File: config.mk
export PLATFORM = sky130hd
export DESIGN_NAME = rmq_div_lane
export DESIGN_NICKNAME = d
export VERILOG_FILES = /design/src/rmq_pkg.sv /design/src/rmq_div_lane.sv
export SDC_FILE = /design/constraint.sdc
export NUM_CORES = 2
export LEC_CHECK = 0
export BUFFER_PORTS_ARGS = -buffer_cell sky130_fd_sc_hd__buf_2
export CAP_MARGIN = 25
export CORE_UTILIZATION = 35
export DETAILED_ROUTE_END_ITERATION = 12
export GPL_TIMING_DRIVEN = 0
export HOLD_SLACK_MARGIN = 0.02
export SETUP_SLACK_MARGIN = 0.1
export SLEW_MARGIN = 5
export SYNTH_ARGS = -nofsm -noshare
export SYNTH_HDL_FRONTEND = slang
export SYNTH_SLANG_ARGS = --single-unit
File: constraint.sdc
create_clock -name i_clk -period 5 [get_ports i_clk]
set_input_delay 0.75 -clock i_clk [delete_from_list [all_inputs] [get_ports i_clk]]
set_output_delay 0.75 -clock i_clk [all_outputs]
set_load 0.01 [all_outputs]
File: src/rmq_pkg.sv
package rmq_pkg;

    localparam int ELEM_W   = 16;
    localparam int DIFF_W   = 18;            // sum or difference of two elements
    localparam int RAD_W    = 17;            // clamped radicand, Q.14
    localparam int ROOT_W   = 18;            // sqrt result, Q.16
    localparam int SQ_STEPS = ROOT_W;        // one root bit per stage
    localparam int SQN_W    = 2 * ROOT_W;    // radicand shifted up by 18
    localparam int SQR_W    = ROOT_W + 3;    // partial remainder
    localparam int QUO_W    = 17;            // divider quotient bits
    localparam int DIV_STEPS = QUO_W;
    localparam int DNUM_W   = 34;            // |D|*32768 + q/2

    localparam logic signed [18:0] ONE_Q14 = 19'sd16384;

    typedef enum logic [1:0] {
        CASE_TRACE = 2'd0,
        CASE_X     = 2'd1,
        CASE_Y     = 2'd2,
        CASE_Z     = 2'd3
    } t_case;

    typedef logic signed [ELEM_W-1:0] t_elem;
    typedef logic signed [DIFF_W-1:0] t_diff;

endpackage

File: src/rmq_div_lane.sv
// Pipelined restoring divider: round(|d|*32768/q), signed and saturated.
// One prep stage plus one quotient bit per stage.
module rmq_div_lane (
    input  logic                       i_clk,
    input  logic                       i_en,
    input  rmq_pkg::t_diff             i_d,
    input  logic [rmq_pkg::ROOT_W-1:0] i_q,
    output logic signed [15:0]         o_res
);
    import rmq_pkg::*;

    logic [DNUM_W-1:0] r_rem  [0:DIV_STEPS];
    logic [QUO_W-1:0]  r_quo  [0:DIV_STEPS];
    logic [ROOT_W-1:0] r_q    [0:DIV_STEPS];
    logic              r_neg  [0:DIV_STEPS];
    logic              r_zero [0:DIV_STEPS];
    logic              r_ovf  [0:DIV_STEPS];

    logic [DIFF_W-1:0] n_abs;
    logic [DNUM_W-1:0] n_num;

    always_comb begin
        n_abs = i_d[DIFF_W-1] ? (~i_d + 1'b1) : i_d;
        n_num = {2'b0, n_abs[QUO_W-1:0], 15'b0} + {{(DNUM_W-ROOT_W+1){1'b0}}, i_q[ROOT_W-1:1]};
    end

    always_ff @(posedge i_clk) begin
        if (i_en) begin
            r_rem[0]  <= n_num;
            r_quo[0]  <= '0;
            r_q[0]    <= i_q;
            r_neg[0]  <= i_d[DIFF_W-1];
            r_zero[0] <= (i_d == '0);
            r_ovf[0]  <= ({1'b0, n_num} >= {i_q, {QUO_W{1'b0}}});
        end
    end

    for (genvar s = 1; s <= DIV_STEPS; s++) begin : g_step
        localparam int J = DIV_STEPS - s;
        logic [DNUM_W:0] n_cmp;
        logic            n_ge;
        always_comb begin
            n_cmp = {{(DNUM_W+1-ROOT_W){1'b0}}, r_q[s-1]} << J;
            n_ge  = ({1'b0, r_rem[s-1]} >= n_cmp);
        end
        always_ff @(posedge i_clk) begin
            if (i_en) begin
                r_rem[s]  <= n_ge ? (r_rem[s-1] - n_cmp[DNUM_W-1:0]) : r_rem[s-1];
                r_quo[s]  <= r_quo[s-1] | (n_ge ? (QUO_W'(1) << J) : '0);
                r_q[s]    <= r_q[s-1];
                r_neg[s]  <= r_neg[s-1];
                r_zero[s] <= r_zero[s-1];
                r_ovf[s]  <= r_ovf[s-1];
            end
        end
    end

    always_comb begin
        logic [QUO_W-1:0] mag;
        mag = r_quo[DIV_STEPS];
        if (r_zero[DIV_STEPS]) begin
            o_res = '0;
        end else if (r_neg[DIV_STEPS]) begin
            if (r_ovf[DIV_STEPS] || mag[QUO_W-1] || mag[15])
                o_res = 16'sh8000;
            else
                o_res = -$signed(mag[15:0]);
        end else begin
            if (r_ovf[DIV_STEPS] || mag[QUO_W-1] || mag[15])
                o_res = 16'sh7fff;
            else
                o_res = $signed(mag[15:0]);
        end
    end
endmodule

==> results.sh <==
export IMPL_mostFrequentLayoutCell="edfxtp_1"
export IMPL_drv_cap=0
export IMPL_cp_start_kind="input pin"
export IMPL_p_int_mw=19.55
export IMPL_grt_first_pass_wirelength_um=179500
export IMPL_syn_inst=4441
export IMPL_drive_gt1_share_pct=7.327
export IMPL_grt_setup_unrepaired="false"
export IMPL_synth_nets=4821
export IMPL_status="finished, violations left"
export IMPL_die_x_um=383.3
export IMPL_min_from="i_q[2]"
export IMPL_power_frac_seq_pct=40.9
export IMPL_crit_family="simple AND/OR/NAND/NOR gates"
export IMPL_gp_congestion=0.8990
export IMPL_fmax_ghz=0.2156
export IMPL_r2r_start="r_q[1][1]"
export IMPL_cts_buffers=99
export IMPL_io_pins=54
export IMPL_clock_latency_ns=0.70
export IMPL_initial_utilization_pct=35.37
export IMPL_ys_warn_count=0
export IMPL_critPathMaxStageDelay_ns=0.56
export IMPL_nFillCells=13691
export IMPL_avgSynthCellArea_um2=11.46
export IMPL_critPathBufInv=3
export IMPL_crit_path_top_delay_cell="or4_1"
export IMPL_power_switching_mw=10.10
export IMPL_synth_seq_area_share_pct=55.48
export IMPL_powerDensity_mw_per_mm2=520.2
export IMPL_drcViolationCount=2
export IMPL_routed_wl_um=114200
export IMPL_critPathCaptureType="flip-flop"
export IMPL_path_clk_slew_ns=0.06
export IMPL_dieHeight_um=383.3
export IMPL_r2r_slack_ns=0.59
export IMPL_wl_per_cell_um=17.34
export IMPL_die_area_mm2=0.1469
export IMPL_pwr_share_comb_pct=34.6
export IMPL_final_design_area_no_fill_mm2=0.05700
export IMPL_grt_use_total_pct=15.38
export IMPL_synth_ff_type="edfxtp_1"
export IMPL_dpl_instance_area_mm2=0.05376
export IMPL_synth_top_area_share_pct=55.48
export IMPL_setup_viol=0
export IMPL_syn_area_mm2=0.05088
export IMPL_synthTopCellsByArea="edfxtp_1 (55%), ha_1 (8.0%), xnor2_1 (3.5%)"
export IMPL_grt_max_degree=131
export IMPL_tritoncts="done"
export IMPL_cp_cell_sequence="buf_2 -> buf_2 -> clkbuf_4 -> nand2_1 -> o21ai_1 -> fa_1 -> nand2b_1 -> or4_1 -> a311oi_4 -> nand2_1 -> nor2_1 -> xnor2_1 -> ha_1 -> nor4b_2 -> nand4_1 -> nor4_4 -> a211o_1 -> a21oi_1 -> nor3_4"
export IMPL_antennaDiodeCount=0
export IMPL_first_pass_iters=9
export IMPL_arrival_ns=5.07
export IMPL_clkPwrFrac_pct=24.5
export IMPL_antenna_found_initial=0
export IMPL_synth_edf_count=940
export IMPL_tightest_slew_ns=1.015
export IMPL_r2r_cells=12
export IMPL_worstHoldPathCells=1
export IMPL_ys_types=83
export IMPL_leakagePower_nw=21.49
export IMPL_utilization_pct=39.63
export IMPL_htreeDepth=3
export IMPL_vias_per_cell=5.074
export IMPL_drtAntennaViolNets=0
export IMPL_maxSlewViolCount=0
export IMPL_clockBufferDepth=3
export IMPL_core_region_area_mm2=0.1438
export IMPL_final_nets=4981
export IMPL_final_cell_mix="edfxtp_1 (940), inv_1 (406), ha_1 (325), a21oi_1 (321), nor2_1 (313)"
export IMPL_hold_viol_final=0
export IMPL_area_delta_synth_final_pct=12.04
export IMPL_peakVddDrop_v=0.0002744
export IMPL_async_flop_share_pct=0
export IMPL_finalCritPeriodShare_pct=92.78
export IMPL_min_delay_path_class="input pin to flip-flop"
export IMPL_cts_hold_buf=0
export IMPL_slew_headroom_pct=31.69
export IMPL_synth_seq_cells=940
export IMPL_grt_pass1_vias=32773
export IMPL_clock_root_buffer="clkbuf_16"
export IMPL_required_ns=5.43
export IMPL_critPathKind="input pin to flip-flop"
export IMPL_yosysTopAreaCell="edfxtp_1"
export IMPL_min_to="r_q[0][2]"
export IMPL_violations="DRC"
export IMPL_power_mw=29.65
export IMPL_dp_hpwl_um=86460
export IMPL_clock_skew_ns=0.03145
export IMPL_swShare_pct=34.07
export IMPL_postCtsSetupRepairBufs=0
export IMPL_reg2reg_to="r_rem[2][31]"
export IMPL_cts_sinks=940
export IMPL_period_minus_slack_ns=4.639
export IMPL_portBuffers=50
export IMPL_path_max_fanout=10
export IMPL_drtIter0Drc=2052
export IMPL_vias=33406
export IMPL_gr_total_overflow=0
export IMPL_rows=139
==> through the flow <==
stage / setup WS [ns] / cells / setup TNS, ns / hold WS (ns)
2_1_floorplan: 0.3442 / 4441 / 0 / 0.4003
3_3_place_gp: -11.33 / 6394 / - / 0.4002
3_5_place_dp: -1.337 / 6403 / -1.337 / 0.4045
4_1_cts: 0.1197 / 6584 / 0 / 0.1985
5_1_grt: 0.08939 / 6584 / 0 / 0.2068
6_report: 0.3608 / 6584 / 0 / 0.2613
==> routing by layer <==
layer  track usage (%)  vias to the layer above  part of all wire (%)
li1                  -                    16735                     -
met1             18.72                    15812                    43
met2             27.10                      654                    49
met3             2.471                      205                   3.7
met4             5.881                        0                   3.8
met5                 0                        -                     0
==> worst reg2reg max path, stage by stage, from the launching register on <==
cell      delay (ns)
edfxtp_1        0.44
inv_1           0.08
ha_1            0.30
nor2b_1         0.12
o21ai_0         0.10
a21boi_0        0.50
o211ai_1        0.31
a211oi_1        0.30
o21ai_0         0.15
a21oi_1         0.54
clkbuf_1        0.59
buf_1           0.54
a21oi_1         0.17
==> state kept, by name, indices dropped and copies added, names as in the netlist <==
register / count
r_ovf: 18
r_neg: 18
r_q: 192
r_quo: 153
r_zero: 18
r_rem: 541
==> how the worst max path moves through the flow <==
| stage | startpoint | to | slack, ns | cells after the start |
|---|---|---|---|---|
| floorplan | i_d[17] | r_ovf[0] | 0.34 | 17 |
| global placement | i_en | r_q[16][4] | -11.33 | 1 |
| CTS | i_d[0] | r_ovf[0] | 0.12 | 19 |
| detailed placement | i_d[17] | r_ovf[0] | -1.34 | 19 |
| global route | i_d[17] | r_ovf[0] | 0.09 | 19 |
| finish | i_d[17] | r_ovf[0] | 0.36 | 19 |
==> timing repair <==
item                       in CTS  in global routing
pin swaps                       1                  1
gates resized for setup         5                 11
hold endpoints to repair        0                  0
setup endpoints to repair       1                  1
==> Yosys cell counts, types with 39 or more instances <==
cell type / n
inv_1: 406
o21ai_0: 286
edfxtp_1: 940
nand4_1: 55
nor2b_1: 48
nor4_1: 58
xor2_1: 148
nand2b_1: 58
nand3_1: 78
a21o_1: 99
a211oi_1: 39
ha_1: 325
mux2_2: 74
a21oi_1: 321
nor2_1: 313
clkbuf_1: 69
nor3_1: 95
xnor2_1: 206
nand2_1: 302
o21a_1: 44
==> kinds of logic (layout without fill, tap and decap cells) <==
kind of cell / Yosys count / after routing / synth area share, %
AOI/OAI and AO/OA: 1044 / 1044 / 12.77
xor gates and xnor gates: 354 / 354 / 6.094
adders and majority gates: 342 / 342 / 8.662
buffers and inverters: 493 / 733 / 3.684
DFF: 940 / 940 / 55.48
muxes: 82 / 82 / 1.798
and+or+nand+nor: 1186 / 1186 / 11.50
==> final cells by class <==
| type | instances | area (um2) | share of cell area (%) |
|---|---|---|---|
| well taps | 1903 | 2381 | 4.177 |
| clock buffers | 121 | 2603 | 4.566 |
| plain buffers | 87 | 355.3 | 0.6234 |
| clock inverters | 60 | 570.5 | 1.001 |
| inverters | 406 | 1524 | 2.674 |
| flip-flops and latches | 940 | 28230 | 49.52 |
| repair buffers | 59 | 488.0 | 0.8561 |
| multi-input cells | 3008 | 20850 | 36.58 |
==> power by group through the flow <==
stage / combinational, mW / sequential [mW] / clock, mW
floorplan: 7.85 / 11.7 / 0
global placement: 10.1 / 12.5 / 0
detailed placement: 10.2 / 12.3 / 0
CTS: 10.2 / 12.1 / 7.49
global route: 11.5 / 12.3 / 7.78
finish: 10.3 / 12.1 / 7.26
(Power assumes the default switching activity.)
